File: src/hdl/barometric_pressure_compensation_macros.svh
// assertion macros for the barometric pressure compensation block
`ifndef BAROMETRIC_PRESSURE_COMPENSATION_MACROS_SVH
`define BAROMETRIC_PRESSURE_COMPENSATION_MACROS_SVH

// same-cycle implication under reset
`define BPC_ASSERT_NOW(label, ante, cons, msg) \
	label: assert property (@(posedge clk) disable iff (!arst_n) (ante) |-> (cons)) \
		else $error(msg);

// next-cycle implication under reset
`define BPC_ASSERT_NEXT(label, ante, cons, msg) \
	label: assert property (@(posedge clk) disable iff (!arst_n) (ante) |=> (cons)) \
		else $error(msg);

`endif

File: src/hdl/bpc_pkg.sv
// shared types and constants for the barometric pressure compensation block
package bpc_pkg;

	localparam int QUEUE_DEPTH = 2;

	localparam int RAW_W   = 24;
	localparam int COEFF_W = 16;
	localparam int TEMP_W  = 15;
	localparam int PRES_W  = 17;
	localparam int INDEX_W = 3;

	localparam int TEMP_LOW      = 2000;
	localparam int TEMP_VERY_LOW = -1500;
	localparam int T_MIN         = -4000;
	localparam int T_MAX         = 8500;
	localparam int P_MIN         = 1000;
	localparam int P_MAX         = 120000;

	typedef enum logic [INDEX_W-1:0] {
		REG_SENS     = 3'd0,
		REG_OFF      = 3'd1,
		REG_TCS      = 3'd2,
		REG_TCO      = 3'd3,
		REG_TREF     = 3'd4,
		REG_TEMPSENS = 3'd5
	} reg_index_t;

	typedef struct packed {
		logic [COEFF_W-1:0] sens;
		logic [COEFF_W-1:0] off;
		logic [COEFF_W-1:0] tcs;
		logic [COEFF_W-1:0] tco;
		logic [COEFF_W-1:0] tref;
		logic [COEFF_W-1:0] tempsens;
	} coeff_t;

	// first-order results and range class handed from front to back
	typedef struct packed {
		logic [RAW_W-1:0]   d1;
		logic signed [18:0] temp;
		logic [17:0]        t2;
		logic signed [35:0] off;
		logic signed [34:0] sens;
		logic               low;
		logic               very_low;
	} work_t;

endpackage

File: src/hdl/bpc_front.sv
// front pipeline: accepts conversion pairs, first-order terms and range class
module bpc_front (
	input  logic                              clk,
	input  logic                              arst_n,
	input  bpc_pkg::coeff_t                   coeff,
	input  logic                              in_valid,
	output logic                              in_stall,
	input  logic [bpc_pkg::RAW_W-1:0]         raw_pressure,
	input  logic [bpc_pkg::RAW_W-1:0]         raw_temperature,
	input  logic                              q_full,
	output logic                              f_valid,
	output bpc_pkg::work_t                    f_item
);

	logic rdy1, rdy2, rdy3;

	logic                      v_s1, v_s2, v_s3;
	logic [bpc_pkg::RAW_W-1:0] d1_s1, d1_s2;
	logic signed [24:0]        dt_s1;
	logic signed [41:0]        tmul_s2, offmul_s2, sensmul_s2;
	logic signed [49:0]        dtsq_s2;
	bpc_pkg::work_t            item_s3;

	logic signed [24:0] dt_w;
	logic signed [41:0] tmul_w, offmul_w, sensmul_w;
	logic signed [49:0] dtsq_w;
	logic signed [18:0] temp_w;
	logic signed [35:0] off_w;
	logic signed [34:0] sens_w;

	assign rdy3     = !v_s3 || !q_full;
	assign rdy2     = !v_s2 || rdy3;
	assign rdy1     = !v_s1 || rdy2;
	assign in_stall = !rdy1;
	assign f_valid  = v_s3;
	assign f_item   = item_s3;

	assign dt_w = $signed({1'b0, raw_temperature}) - $signed({1'b0, coeff.tref, 8'h00});

	assign tmul_w    = dt_s1 * $signed({1'b0, coeff.tempsens});
	assign offmul_w  = dt_s1 * $signed({1'b0, coeff.tco});
	assign sensmul_w = dt_s1 * $signed({1'b0, coeff.tcs});
	assign dtsq_w    = dt_s1 * dt_s1;

	assign temp_w = $signed(tmul_s2[41:23]) + 19'(bpc_pkg::TEMP_LOW);
	assign off_w  = $signed({4'h0, coeff.off, 16'h0000}) + $signed(offmul_s2[41:7]);
	assign sens_w = $signed({4'h0, coeff.sens, 15'h0000}) + $signed(sensmul_s2[41:8]);

	always_ff @(posedge clk or negedge arst_n) begin
		if (!arst_n) begin
			v_s1 <= 1'b0;
			v_s2 <= 1'b0;
			v_s3 <= 1'b0;
		end else begin
			if (rdy1)
				v_s1 <= in_valid;
			if (rdy2)
				v_s2 <= v_s1;
			if (rdy3)
				v_s3 <= v_s2;
		end
	end

	always_ff @(posedge clk) begin
		if (rdy1) begin
			d1_s1 <= raw_pressure;
			dt_s1 <= dt_w;
		end
		if (rdy2) begin
			d1_s2      <= d1_s1;
			tmul_s2    <= tmul_w;
			offmul_s2  <= offmul_w;
			sensmul_s2 <= sensmul_w;
			dtsq_s2    <= dtsq_w;
		end
		if (rdy3) begin
			item_s3.d1       <= d1_s2;
			item_s3.temp     <= temp_w;
			item_s3.t2       <= dtsq_s2[48:31];
			item_s3.off      <= off_w;
			item_s3.sens     <= sens_w;
			item_s3.low      <= temp_w < bpc_pkg::TEMP_LOW;
			item_s3.very_low <= temp_w < bpc_pkg::TEMP_VERY_LOW;
		end
	end

endmodule

File: config.mk
export PLATFORM = sky130hd
export DESIGN_NAME = bpc_front
export DESIGN_NICKNAME = d
export VERILOG_FILES = /design/src/hdl/barometric_pressure_compensation_macros.svh /design/src/hdl/bpc_pkg.sv /design/src/hdl/bpc_front.sv
export SDC_FILE = /design/constraint.sdc
export NUM_CORES = 2
export LEC_CHECK = 0
export BUFFER_PORTS_ARGS = -buffer_cell sky130_fd_sc_hd__buf_4
export CAP_MARGIN = 40
export CORE_MARGIN = 4
export CORE_UTILIZATION = 55
export DETAILED_ROUTE_END_ITERATION = 6
export GPL_TIMING_DRIVEN = 0
export PLACE_DENSITY = 0.69
export SYNTH_ARGS = -nofsm -noshare
export SYNTH_HDL_FRONTEND = slang
export SYNTH_SLANG_ARGS = --single-unit
export TNS_END_PERCENT = 1
File: constraint.sdc
create_clock -name clk -period 19.9 [get_ports clk]
set_clock_uncertainty 0.15 [all_clocks]
set_input_delay 0 -clock clk [delete_from_list [all_inputs] [get_ports clk]]
set_output_delay 0 -clock clk [all_outputs]
set_load 0.05 [all_outputs]
==> impl_results.md <==
- Drt first pass iters: 5
- Register area: 9470 sq um
- Share of cells above drive strength 1: 6.11%
- Hold/Removal Path Class: in -> reg
- Clock latency on the worst-skew pair: 0.66 ns
- Die Span X: 372 um
- CP delay by family, top: adder cells
- CP endpoint kind: flip-flop
- Fin crit period: 10.14 ns
- Initial antenna violation count: 25
- Clock Pin Slew Worst Setup and Hold Paths: 0.06 ns
- Main flop type after synthesis: edfxtp_1
- Clock sinks: 316
- Simple logic cell fraction of the synthesized area: 12.3%
- Setup violations, final: 0
- Slew Limit Fails: 0
- Post-Synth XOR/XNOR Area: 2.20%
- Initial DRC Count: 4134
- Total grt overflow: 0
- DR WL/cell: 23.9 um
- GP Congestion: 1.01
- GRT Resource Usage Total: 35.1%
- Ys async rst share: 0.949%
- Main combinational cell family by area after synthesis: adder cells
- Max FO, Critical Path: 10
- Post-CTS Resized: 0
- Synth top area share: 48.5%
- Remaining DRCs: 0
- Hpwl dp: 199000 um
- Worst Path Required: 20.11 ns
- Yosys cell types: 70
- Slack of the critical path: 9.76 ns
- Slowest CP cell: edfxtp_1
- Adder-cell share of the synthesized area: 57.1%
- Hold Vio Cnt, Final: 0
- Post-Route WL: 233000 um
- Crit path DAT: 10.35 ns
- Vias in the first global route: 58.1k
- Area of the multi-input gates: 54800 sq um
- Syn Inst Count: 7320
- Root Driver: clkbuf_16
- Post-Syn Area: 72900 sq um
- Post-DP Area: 79000 sq um
- Core outline area: 132000 sq um
- Post-synth EDFFs: 313
- Filler cell count: 10.9k
- WHS: 0.0669 ns
- CTS tree: yes
- Worst Setup Start Kind: flip-flop
- YS warnings: 0
- Crit Path Class: reg -> reg
- ANT nets after route: 0
- Sequential-to-total area share from yosys stat: 13.0%
- Post-Syn Nets: 9737
- Buffers on Ports: 277
- CTS max path bufs: 3
- Compound-Gate Fraction of Synth Area: 3.41%
- Top cells by area, synth: fa_1 (49%), edfxtp_1 (13%), inv_1 (10%), ha_1 (8.6%), and2_1 (5.3%)
- Status: complete, no violations
- Die H: 372 um
- Slew HR: 31.1%
- Multiplexer share of the synthesized area: 0.0275%
- Avg Inst Size Synth: 9.96 sq um
- Setup_tns: 0 ns
- Die area: 138000 sq um
- CTS H-tree depth: 2
- Final Cycle Share: 50.9%
- Pre-CTS WS: 9.76 ns
- Largest net degree at the start of global routing: 55
- Yosys reg bits: 316
- Tightest Pin Transition: 1.03 ns
- Finished Cell Area: 82100 sq um
- Synth area leader: fa_1
- Area grow syn2layout: 12.6%
- Routed via count: 53.1k
- Max-cap violations: 0
- Buf/Inv on CP: 7
- FMAX: 0.0987 GHz
- Final Net Count: 10.4k
- Most used cell, CP: fa_1
- Ports: 284
- CTS Buf Count: 36
- Floorplan row count: 133
- DR vias/cell: 5.45
- RSZ-0062 raised after global routing: no
- Initial Utilization: 55.4%
- Slowest Stage Delay on Critical Path: 0.78 ns
- First-pass GRT wire length: 356000 um
==> worst reg2reg max path: cells and delay by family, from the launching register on <==
family	cells	cell delay, ns
adders and majority gates	8	3.86
AOI/OAI and AO/OA	7	2.78
buffers and inverters	7	1.65
DFF	1	0.78
and+or+nand+nor	2	0.45
xor gates and xnor gates	1	0.17
==> kinds of logic (layout without fill, tap and decap cells) <==
group,after synthesis,after routing
adders and majority gates,2269,2269
other,0,17
AOI/OAI and AO/OA,370,370
buffers and inverters,2317,2973
muxes,2,2
and+or+nand+nor,1863,1863
DFF,316,316
xor gates and xnor gates,183,183
==> sequential cells by signal, indices dropped and copies added (netlist names) <==
signal      count
tmul_s2        19
v_s2            1
d1_s2          24
v_s1            1
dtsq_s2        18
offmul_s2      35
sensmul_s2     34
dt_s1          25
d1_s1          24
f_item        134
f_valid         1
==> routing by layer <==
metal  part of all wire, %  wire length (um)  vias to the layer above  track usage, %
li1                      -                 -                    22546               -
met1                    38             89000                    27395            46.3
met2                    46            106000                     2492            55.3
met3                    10             23300                      647            8.14
met4                   6.2             14400                       12            16.9
met5                 0.066               155                        -               0
==> worst paths after layout <==
check                                    startpoint                    end  slack [ns]  cells past startpoint
min reg2reg                sensmul_s2[14]$_DFFE_PP_    f_item[8]$_DFFE_PP_        0.26                      0
min                                       coeff[80]   f_item[17]$_DFFE_PP_        0.07                      3
min in group asynchronous                    arst_n    f_valid$_DFFE_PN0P_        0.14                      3
max in group asynchronous                    arst_n       v_s1$_DFFE_PN0N_       19.27                      3
max reg2reg                      dt_s1[2]$_DFFE_PN_  dtsq_s2[48]$_DFFE_PP_        9.76                     25
max                              dt_s1[2]$_DFFE_PN_  dtsq_s2[48]$_DFFE_PP_        9.76                     25
==> cell usage after synthesis, types with 24 or more instances <==
cell / number
xor2_1: 48
inv_1: 2014
o21ai_0: 72
a21o_1: 48
xnor2_1: 135
nand3_1: 24
o21a_1: 33
edfxtp_1: 313
nand2_1: 931
nor2_1: 125
a21oi_1: 89
fa_1: 1767
and2_1: 618
ha_1: 502
nor2b_1: 39
nor3_1: 35
clkbuf_1: 300
==> per-stage QoR <==
step                      cells  util, %
after detailed placement   9488     60.0
after global placement     9352     58.6
after floorplan            7320        -
after CTS                  9729     62.3
final                      9748     62.3
after global routing       9732     62.3
==> layout by cell type (no fill, tap or decap), types with 69 or more instances in the layout <==
| cell | netlist | layout |
|---|---|---|
| a21oi_1 | 89 | 89 |
| nor2_1 | 125 | 125 |
| buf_6 | 0 | 69 |
| clkbuf_1 | 300 | 307 |
| xnor2_1 | 135 | 135 |
| buf_4 | 0 | 278 |
| and2_1 | 618 | 618 |
| nand2_1 | 931 | 930 |
| inv_1 | 2014 | 2014 |
| edfxtp_1 | 313 | 313 |
| fa_1 | 1767 | 1767 |
| o21ai_0 | 72 | 72 |
| ha_1 | 502 | 502 |
| dlygate4sd3_1 | 0 | 175 |
==> final cells by class <==
cell class                      count  area share [%]
Multi-Input combinational cell   4687            66.7
Timing Repair Buffer              590            6.94
Clock inverter                     23           0.340
Inverter                         2014            9.21
Tap cell                         1755            2.68
Clock buffer                       43            1.13
Antenna cell                       17          0.0518
Buffer                            303            1.39
Sequential cell                   316            11.5
==> timing repair <==
action	in CTS	in global routing
hold buffers	175	0
endpoints found under the hold margin	129	0
setup buffers	0	0
Power is not shown: default switching activity piles up to over one toggle a cycle in this logic, so the estimate is an artifact.
