$ cat src/hdl/barometric_pressure_compensation_macros.svh
// assertion macros for the barometric pressure compensation block
`ifndef BAROMETRIC_PRESSURE_COMPENSATION_MACROS_SVH
`define BAROMETRIC_PRESSURE_COMPENSATION_MACROS_SVH

// same-cycle implication under reset
`define BPC_ASSERT_NOW(label, ante, cons, msg) \
	label: assert property (@(posedge clk) disable iff (!arst_n) (ante) |-> (cons)) \
		else $error(msg);

// next-cycle implication under reset
`define BPC_ASSERT_NEXT(label, ante, cons, msg) \
	label: assert property (@(posedge clk) disable iff (!arst_n) (ante) |=> (cons)) \
		else $error(msg);

`endif

$ cat src/hdl/bpc_pkg.sv
// shared types and constants for the barometric pressure compensation block
package bpc_pkg;

	localparam int QUEUE_DEPTH = 2;

	localparam int RAW_W   = 24;
	localparam int COEFF_W = 16;
	localparam int TEMP_W  = 15;
	localparam int PRES_W  = 17;
	localparam int INDEX_W = 3;

	localparam int TEMP_LOW      = 2000;
	localparam int TEMP_VERY_LOW = -1500;
	localparam int T_MIN         = -4000;
	localparam int T_MAX         = 8500;
	localparam int P_MIN         = 1000;
	localparam int P_MAX         = 120000;

	typedef enum logic [INDEX_W-1:0] {
		REG_SENS     = 3'd0,
		REG_OFF      = 3'd1,
		REG_TCS      = 3'd2,
		REG_TCO      = 3'd3,
		REG_TREF     = 3'd4,
		REG_TEMPSENS = 3'd5
	} reg_index_t;

	typedef struct packed {
		logic [COEFF_W-1:0] sens;
		logic [COEFF_W-1:0] off;
		logic [COEFF_W-1:0] tcs;
		logic [COEFF_W-1:0] tco;
		logic [COEFF_W-1:0] tref;
		logic [COEFF_W-1:0] tempsens;
	} coeff_t;

	// first-order results and range class handed from front to back
	typedef struct packed {
		logic [RAW_W-1:0]   d1;
		logic signed [18:0] temp;
		logic [17:0]        t2;
		logic signed [35:0] off;
		logic signed [34:0] sens;
		logic               low;
		logic               very_low;
	} work_t;

endpackage

$ cat src/hdl/bpc_queue.sv
// short first-in first-out queue between front and back
module bpc_queue #(
	parameter int DEPTH = bpc_pkg::QUEUE_DEPTH
) (
	input  logic           clk,
	input  logic           arst_n,
	input  logic           push,
	input  bpc_pkg::work_t push_item,
	output logic           full,
	input  logic           pop,
	output logic           nonempty,
	output bpc_pkg::work_t pop_item
);

	localparam int PTR_W = $clog2(DEPTH);
	localparam int CNT_W = $clog2(DEPTH + 1);

	bpc_pkg::work_t   mem_q [DEPTH];
	logic [PTR_W-1:0] wr_ptr_q, rd_ptr_q;
	logic [CNT_W-1:0] count_q;

	assign full     = count_q == CNT_W'(DEPTH);
	assign nonempty = count_q != '0;
	assign pop_item = mem_q[rd_ptr_q];

	always_ff @(posedge clk or negedge arst_n) begin
		if (!arst_n) begin
			wr_ptr_q <= '0;
			rd_ptr_q <= '0;
			count_q  <= '0;
		end else begin
			if (push)
				wr_ptr_q <= (wr_ptr_q == PTR_W'(DEPTH - 1)) ? '0 : wr_ptr_q + 1'b1;
			if (pop)
				rd_ptr_q <= (rd_ptr_q == PTR_W'(DEPTH - 1)) ? '0 : rd_ptr_q + 1'b1;
			if (push && !pop)
				count_q <= count_q + 1'b1;
			else if (pop && !push)
				count_q <= count_q - 1'b1;
		end
	end

	always_ff @(posedge clk) begin
		if (push)
			mem_q[wr_ptr_q] <= push_item;
	end

endmodule

$ cat config.mk
export PLATFORM = sky130hd
export DESIGN_NAME = bpc_queue
export DESIGN_NICKNAME = d
export VERILOG_FILES = /design/src/hdl/barometric_pressure_compensation_macros.svh /design/src/hdl/bpc_pkg.sv /design/src/hdl/bpc_queue.sv
export SDC_FILE = /design/constraint.sdc
export NUM_CORES = 1
export LEC_CHECK = 0
export BUFFER_PORTS_ARGS = -buffer_cell sky130_fd_sc_hd__buf_4
export CORE_MARGIN = 4
export CORE_UTILIZATION = 56
export CTS_BUF_LIST = sky130_fd_sc_hd__clkbuf_8 sky130_fd_sc_hd__clkbuf_16
export DETAILED_ROUTE_END_ITERATION = 8
export PLACE_DENSITY = 0.9
export SLEW_MARGIN = 5
export SYNTH_ARGS = -nofsm -noshare
export SYNTH_HDL_FRONTEND = slang
export SYNTH_SLANG_ARGS = --single-unit
$ cat constraint.sdc
create_clock -name clk -period 12.5 [get_ports clk]
set_input_delay 0.625 -clock clk [delete_from_list [all_inputs] [get_ports clk]]
set_output_delay 0.625 -clock clk [all_outputs]
set_load 0.1 [all_outputs]
==> results of run 1 <==
## cells in the final DEF, fill, tap and decap left out, drive strengths merged
cell type	Yosys	layout
buf	15	277
edfxtp	268	268
mux2	134	134
clkbuf	0	30
clkinv	0	10
inv	1	9
xor2	4	4
dfrtp	4	4
nor2b	2	2
or2	1	1
and2	1	1
xnor2	1	1
nor2	1	1
ha	1	1
dlygate4sd3	0	1
## kinds of logic after synthesis
logic type	synth area share, %
flip-flops	81.1
multiplexers	16.9
XOR/XNOR	0.436
buffers and inverters	1.22
adder cells (fa/ha/maj)	0.124
AND/OR/NAND/NOR	0.286
## path summary, 6_finish.rpt
path,to,cells after the start,startpoint
max in group asynchronous,rd_ptr_q,2,arst_n
hold reg to reg,count_q[1],1,count_q[1]
hold / removal,mem_q[1][50],1,push_item[50]
setup / recovery,pop_item[123],3,rd_ptr_q
min in group asynchronous,wr_ptr_q,2,arst_n
setup reg to reg,mem_q[1][129],2,wr_ptr_q
## cell type report
type                       count  area, µm²  area share (%)
inverter                       1       3.75          0.0286
multi-input combinational    145       1790            13.7
tap                          225        282            2.15
clock buffer                  30        717            5.47
sequential                   272       8150            62.2
timing repair buffer         278       2090            15.9
clock inverter                18       78.8           0.601
## through the flow
stage	area [µm²]	setup slack [ns]	hold WS [ns]	utilization (%)	std cells
detailed placement	12300	9.13	0.435	70.7	920
floorplan	10100	5.43	0.329	-	433
CTS	13100	8.56	0.274	75.3	969
global route	13100	8.45	0.274	75.3	969
finish	13100	8.59	0.296	75.3	969
global placement	12300	9.15	0.432	70.7	920
## critical path, stage by stage, from the launching register on
cell     delay (ns)
dfrtp_4        0.96
buf_4          1.02
mux2_2         0.44
buf_4          0.24
## per-layer routing
metal  global-route usage, %  up-vias
met5                       0        -
met4                    5.45        2
met3                    5.98       40
met2                    34.9      246
met1                    24.4     2582
li1                        -     2306
## registers in the layout, summed over array words and instances (netlist names)
register,count
count_q,2
mem_q,268
rd_ptr_q,1
wr_ptr_q,1
==> results by group, run 1 <==
Timing
  – Post-layout min period: 3.91 ns
  – Final setup fails: 0
  – Least-Margin Pin Slew: 1.28 ns
  – Max Fclk: 256 MHz
  – Setup Total Neg Slack: 0 ns
  – Worst rel slew slack: 14.8%
  – Fin Clk Skew: 0.00992 ns
  – RSZ-0062 raised after global routing: no
  – Final Hold Vio Count: 0
  – Period utilisation layout: 31.3%
  – Final slew viol count: 0

Finish
  – Area grow syn2layout: 30.5%
  – Antenna diodes: 0
  – Final net count: 864
  – Fillers: 968
  – Layout cells sized above 1: 60.6%

Drt
  – DRT Pass-1 Iters: 5
  – Drt total wl: 20900 µm
  – Post-route ant nets: 0
  – Top sig layer: met5
  – Via-per-instance ratio: 5.34
  – Met1 wire length: 7590 µm
  – 1st-iter DRT viols: 276
  – DR DRC count: 0
  – WL/cell: 21.6 µm
  – Total number of vias: 5176
  – Met3 wire length: 1920 µm
  – Routed met2 length: 10900 µm

Placed design
  – Detailed placement HPWL: 14200 µm
  – Number of port buffers: 273
  – Final GP Congestion: 0.792

Critical path
  – Arrival time at the worst endpoint: 3.28 ns
  – Critical path fanouts, max: 89
  – Worst Setup End Kind: output port
  – Reg2reg setup slack: 10.00 ns
  – WP data required: 11.88 ns
  – CP Class: register to output port
  – CP startpoint kind: register

Synthesis
  – Register area share after synthesis: 81.1%
  – Post-Syn Instances: 433
  – Synth warn: 0
  – EDFF count, synth: 268
  – Synth Net Count: 572
  – Top post-synthesis cells by count: 268 x edfxtp_1, 84 x mux2_2, 50 x mux2_4
  – Post-synthesis async set-or-reset flop share: 1.47%
  – Syn_area_per_cell: 23.2 µm²
  – Flops & latches, synth: 272
  – Synthesized area: 0.0101 mm²
  – Top cells by area, synth: edfxtp_1 80%, mux2_2 9.4%, mux2_4 7.5%, dfrtp_1 1.0%, buf_6 0.78%
  – Synth cell types: 14
  – Dominant synthesized flop cell: edfxtp_1
  – Synth area leader: edfxtp_1
  – Most common cell in the netlist: edfxtp_1
  – Share of the synthesized area in the top cell type: 80.1%

Job
  – Max Cap Violations: 0

GRT
  – First-pass GRT wire length: 30900 µm
  – Antenna violations before repair: 1
  – Vias in the first global route: 5493
  – GRT overflow: 0
  – Gr usage total: 20.0%
  – Largest net degree at the start of global routing: 95

Clock tree
  – Setup bufs post-CTS: 0
  – Total CTS buffers: 27
  – Clk pin slew, worst setup/hold paths: 0.06 ns
  – H-Tree Depth: 1
  – Worst skew pair latency: 0.51 ns
  – CTS tree: done
  – Post-CTS sizing: 0
  – Post-CTS Hold Fix Bufs: 1
  – # clock sinks: 272
  – CTS Root Cell: clkbuf_16
  – CTS Buffer Depth: 3

Floorplan
  – Standard-cell rows: 48
  – Io pins: 274
  – Die area: 0.0202 mm²
  – Core area: 0.0174 mm²
  – Die Span Y: 142 µm
  – Starting density of the core: 57.7%
  – Die X: 142 µm

Run status
  – Outcome: finished, final reports clean

Worst hold path
  – Tightest Hold Check Type: input pin to register
Power of run 1 is left out: the tool's default activity adds up to more than one toggle a clock period on the data nets, which glitch-free logic cannot reach.
==> inputs of run 2 (changes only) <==
Settings changed: CORE_UTILIZATION 56 to 52, PLACE_DENSITY 0.9 to 0.85.
Clock period 12.5 ns to 4.1 ns, I/O delays scaled along.
==> run 2 against run 1 <==
  * Design area increased by 12%
  * Critical path depth unchanged
  * Count of clock-buffer cells in the layout decreased by 1
  * Critical path type unchanged
  * Highest routed layer is now met4
==> results by group, run 2 (same netlist as run 1, synthesis figures left out) <==
Finish
  – Largest register FFs: 268
  – Final net count: 1000
  – Post-Layout Cell Count: 1142
  – Area grow syn2layout: 46.6%
  – Top reg by flops: mem_q
  – Most common cell after layout, fill and taps aside: buf_4
  – Finished Cell Area: 0.0147 mm²
  – Most frequent cells in the layout: 275 x buf_4, 268 x edfxtp_1, 137 x dlygate4sd3_1
  – Layout cells sized above 1: 52.6%
  – Top flop regs: mem_q (268), count_q (2)

Placed design
  – Placed cell count: 955
  – Dpl cell area: 0.0124 mm²
  – Detailed placement HPWL: 13400 µm
  – Final GP Congestion: 0.780
  – Number of port buffers: 273

Timing
  – Final slew viol count: 0
  – Setup Total Neg Slack: 0 ns
  – Max Fclk: 397 MHz
  – RSZ-0062 raised after global routing: no
  – Period utilisation layout: 61.5%
  – Post-layout min period: 2.52 ns
  – Final setup fails: 0
  – Worst hold-check slack: 0.0447 ns
  – Fin Clk Skew: 0.00815 ns
  – Final Hold Vio Count: 0
  – Worst rel slew slack: 28.1%
  – Least-Margin Pin Slew: 1.08 ns

Floorplan
  – Core area: 0.0188 mm²
  – Starting density of the core: 53.4%
  – Io pins: 274
  – Die Span Y: 147 µm
  – Die X: 147 µm
  – Standard-cell rows: 50
  – Die area: 0.0216 mm²

Drt
  – 1st-iter DRT viols: 266
  – Total number of vias: 5727
  – Post-route ant nets: 0
  – DRT Pass-1 Iters: 4
  – Via-per-instance ratio: 5.01
  – WL/cell: 20.8 µm
  – DR DRC count: 0
  – Drt total wl: 23800 µm

Clock tree
  – Post-CTS sizing: 0
  – Worst skew pair latency: 0.52 ns
  – Post-CTS Hold Fix Bufs: 137
  – CTS tree: done
  – # clock sinks: 272
  – CTS Buffer Depth: 3
  – CTS Root Cell: clkbuf_16
  – Total CTS buffers: 27
  – H-Tree Depth: 1
  – Clk pin slew, worst setup/hold paths: 0.06 ns
  – Setup bufs post-CTS: 0

Critical path
  – Critical path fanouts, max: 135
  – Reg2reg setup slack: 2.09 ns
  – WP data required: 3.89 ns
  – Launch point of the worst path: rd_ptr_q
  – R2r worst-path depth: 2
  – CP Class: register to output port
  – Worst Setup End Kind: output port
  – Arrival time at the worst endpoint: 2.32 ns
  – Worst R2R End: mem_q[1][81]
  – CP max-delay cell: buf_12
  – Sum of buffers and inverters on the critical path: 2
  – Crit path cell chain: buf_12 > mux2_2 > buf_4
  – CP max stage delay: 0.61 ns
  – Worst path top cell family by delay: buffers and inverters
  – CP startpoint kind: register
  – R2r startpoint: wr_ptr_q

GRT
  – Largest net degree at the start of global routing: 136
  – Gr usage total: 21.3%
  – Vias in the first global route: 6394
  – GRT overflow: 0
  – First-pass GRT wire length: 35800 µm
  – Antenna violations before repair: 1

Run status
  – Outcome: finished, final reports clean

Job
  – Max Cap Violations: 0

Worst hold path
  – Tightest Hold Check Type: input pin to asynchronous set/reset pin
## run 2: cell types whose count changed in the layout (fill, tap and decap cells not counted), sizes merged
cell / change
clkinvlp: +2
bufinv: +7
dlygate4sd3: +136
inv: -6
diode: +1
clkbuf: -1
clkinv: -1
## run 2: worst max path at each step
| stage | to | slack, ns | cells after the start |
|---|---|---|---|
| 3_5_place_dp | mem_q[1][11] | 2.08 | 2 |
| 5_1_grt | pop_item[117] | 1.48 | 3 |
| 4_1_cts | pop_item[0] | 1.58 | 3 |
| 6_report | pop_item[117] | 1.58 | 3 |
| 2_1_floorplan | mem_q[1][0] | 0.10 | 1 |
| 3_3_place_gp | mem_q[1][21] | 2.16 | 2 |
## run 2: worst register-to-register path, stage by stage (launching register included)
cell and delay (ns):
dfrtp_1 0.43, and2_4 0.67, buf_12 0.49
## run 2: final cells by class
class | count | area (µm²)
Sequential cell | 272 | 8150
Fill cell | 946 | 4090
Antenna cell | 1 | 2.50
Clock inverter | 20 | 283
Multi-Input combinational cell | 145 | 1790
Clock buffer | 29 | 703
Timing Repair Buffer | 414 | 3480
Tap cell | 260 | 325
Inverter | 1 | 3.75
## run 2: metrics by stage
step	setup slack, ns	util (%)
2_1_floorplan	0.102	-
5_1_grt	1.48	78.3
3_5_place_dp	2.08	65.7
4_1_cts	1.58	78.2
6_report	1.58	78.3
3_3_place_gp	2.16	65.7
## run 2: layer usage
metal | track usage (%) | share of wire, % | routed length (µm)
met2 | 39.9 | 55 | 13000
met3 | 5.06 | 6.9 | 1650
met4 | 5.36 | 2.4 | 580
met5 | 0 | 0 | 0
met1 | 24.5 | 36 | 8570
Power of run 2 is left out for the same reason.
==> inputs of run 3 (changes only) <==
Clock period 4.1 ns to 2.6 ns, I/O delays scaled along.
==> run 3 against run 2 <==
  * Hold slack improved by 0.29 ns
  * Count of clock-buffer cells in the layout did not move
  * Register-to-register slack got worse by 1.2 ns
  * Design area barely moved
  * Global-route usage rose by 0.85 points
  * Highest routed layer unchanged
  * Flip-flop and latch count did not move
==> results by group, run 3 (same netlist as run 1, synthesis figures left out) <==
Run status
  – Outcome: finished, final reports clean

Clock tree
  – CTS tree: done
  – Total CTS buffers: 28
  – Post-CTS sizing: 0
  – Worst skew pair latency: 0.52 ns
  – CTS Root Cell: clkbuf_16
  – H-Tree Depth: 1
  – CTS Buffer Depth: 3
  – Setup bufs post-CTS: 0
  – Clk pin slew, worst setup/hold paths: 0.06 ns
  – # clock sinks: 272

Placed design
  – Number of port buffers: 273
  – Dpl cell area: 0.0125 mm²
  – Final GP Congestion: 0.793
  – Detailed placement HPWL: 13700 µm

Critical path
  – CP startpoint kind: register
  – CP max-delay cell: dfrtp_4
  – Crit path cell chain: buf_12 > mux2_2 > buf_4
  – Critical path fanouts, max: 69
  – R2r worst-path depth: 2
  – Worst path top cell family by delay: buffers and inverters
  – R2r startpoint: wr_ptr_q
  – Arrival time at the worst endpoint: 2.05 ns
  – Reg2reg setup slack: 0.94 ns
  – CP max stage delay: 0.44 ns
  – WP data required: 2.47 ns
  – Sum of buffers and inverters on the critical path: 2
  – Worst R2R End: mem_q[0][131]
  – CP Class: register to output port
  – Worst Setup End Kind: output port

Timing
  – Period utilisation layout: 83.7%
  – Max Fclk: 460 MHz
  – Worst hold-check slack: 0.334 ns
  – Fin Clk Skew: 0.00793 ns
  – RSZ-0062 raised after global routing: no
  – Setup Total Neg Slack: 0 ns
  – Least-Margin Pin Slew: 0.619 ns
  – Final setup fails: 0
  – Final Hold Vio Count: 0
  – Worst rel slew slack: 58.7%
  – Final slew viol count: 0
  – Post-layout min period: 2.18 ns

Drt
  – WL/cell: 21.4 µm
  – Top sig layer: met4
  – Met3 wire length: 1530 µm
  – Via-per-instance ratio: 5.07
  – Post-route ant nets: 0
  – Routed met2 length: 13500 µm
  – Total number of vias: 5827
  – DRT Pass-1 Iters: 4
  – DR DRC count: 0
  – 1st-iter DRT viols: 249
  – Drt total wl: 24700 µm
  – Met1 wire length: 8740 µm

Finish
  – Largest register FFs: 268
  – Layout cells sized above 1: 51.5%
  – Area grow syn2layout: 46.5%
  – Finished Cell Area: 0.0147 mm²
  – Most common cell after layout, fill and taps aside: buf_4
  – Top reg by flops: mem_q
  – Most frequent cells in the layout: 274 x buf_4, 268 x edfxtp_1, 138 x dlygate4sd3_1
  – Reg area: 0.00815 mm²
  – Fillers: 905
  – Final net count: 1006
  – Top flop regs: mem_q (268), count_q (2)
  – Area occupied by multi-input gates: 0.00179 mm²

GRT
  – Antenna violations before repair: 0
  – Vias in the first global route: 6599
  – First-pass GRT wire length: 37100 µm
  – Gr usage total: 22.1%
  – GRT overflow: 0
  – Largest net degree at the start of global routing: 70

Floorplan
  – Starting density of the core: 53.4%
  – Core area: 0.0188 mm²
  – Die area: 0.0216 mm²
  – Die Span Y: 147 µm
  – Standard-cell rows: 50
  – Io pins: 274
  – Die X: 147 µm

Job
  – Max Cap Violations: 0

Worst hold path
  – Tightest Hold Check Type: input pin to register
  – Worst-case hold path end point: mem_q[1][41]
  – Beginning of the worst hold path: push_item[41]
  – Hold path cells: 2
run 3: worst max-delay path by stage:
| stage | startpoint | to | slack, ns | cells past startpoint |
|---|---|---|---|---|
| after floorplan | wr_ptr_q | mem_q[0][0] | -0.24 | 1 |
| after global placement | wr_ptr_q | mem_q[0][78] | 0.99 | 2 |
| after detailed placement | wr_ptr_q | mem_q[0][74] | 0.95 | 2 |
| after CTS | rd_ptr_q | pop_item[113] | 0.42 | 3 |
| after global routing | rd_ptr_q | pop_item[113] | 0.36 | 3 |
| final | rd_ptr_q | pop_item[113] | 0.42 | 3 |
run 3: final cells by class:
class                           instances  area share, %
Antenna cell                            2         0.0340
Sequential cell                       272           55.4
Timing Repair Buffer                  419           24.3
Clock buffer                           29           4.93
Multi-Input combinational cell        145           12.2
Tap cell                              260           2.21
Clock inverter                         22          0.977
Inverter                                1         0.0255
run 3: stage by stage:
step	utilization [%]	instances	setup slack [ns]
floorplan	-	433	-0.235
global placement	66.2	959	0.993
detailed placement	66.2	959	0.946
CTS	78.2	1148	0.420
global route	78.2	1148	0.361
finish	78.2	1150	0.424
run 3: worst register-to-register path, delay by kind of cell, from the launching register on:
family	cells	cell delay, ns
AND/OR/NAND/NOR	1	0.53
flip-flops	1	0.42
buffers and inverters	1	0.33
run 3: metal layers:
metal  vias to the layer above  GRT usage [%]
met4                         0           7.64
met1                      2899           24.3
li1                       2597              -
met5                         -              0
met3                        57           5.03
met2                       274           41.9
run 3: repair_timing:
action | 4_1_cts | 5_1_grt
hold buffers | 138 | 0
hold endpoints to repair | 275 | 0
endpoints found under the setup margin | 0 | 0
Power of run 3 is left out for the same reason.
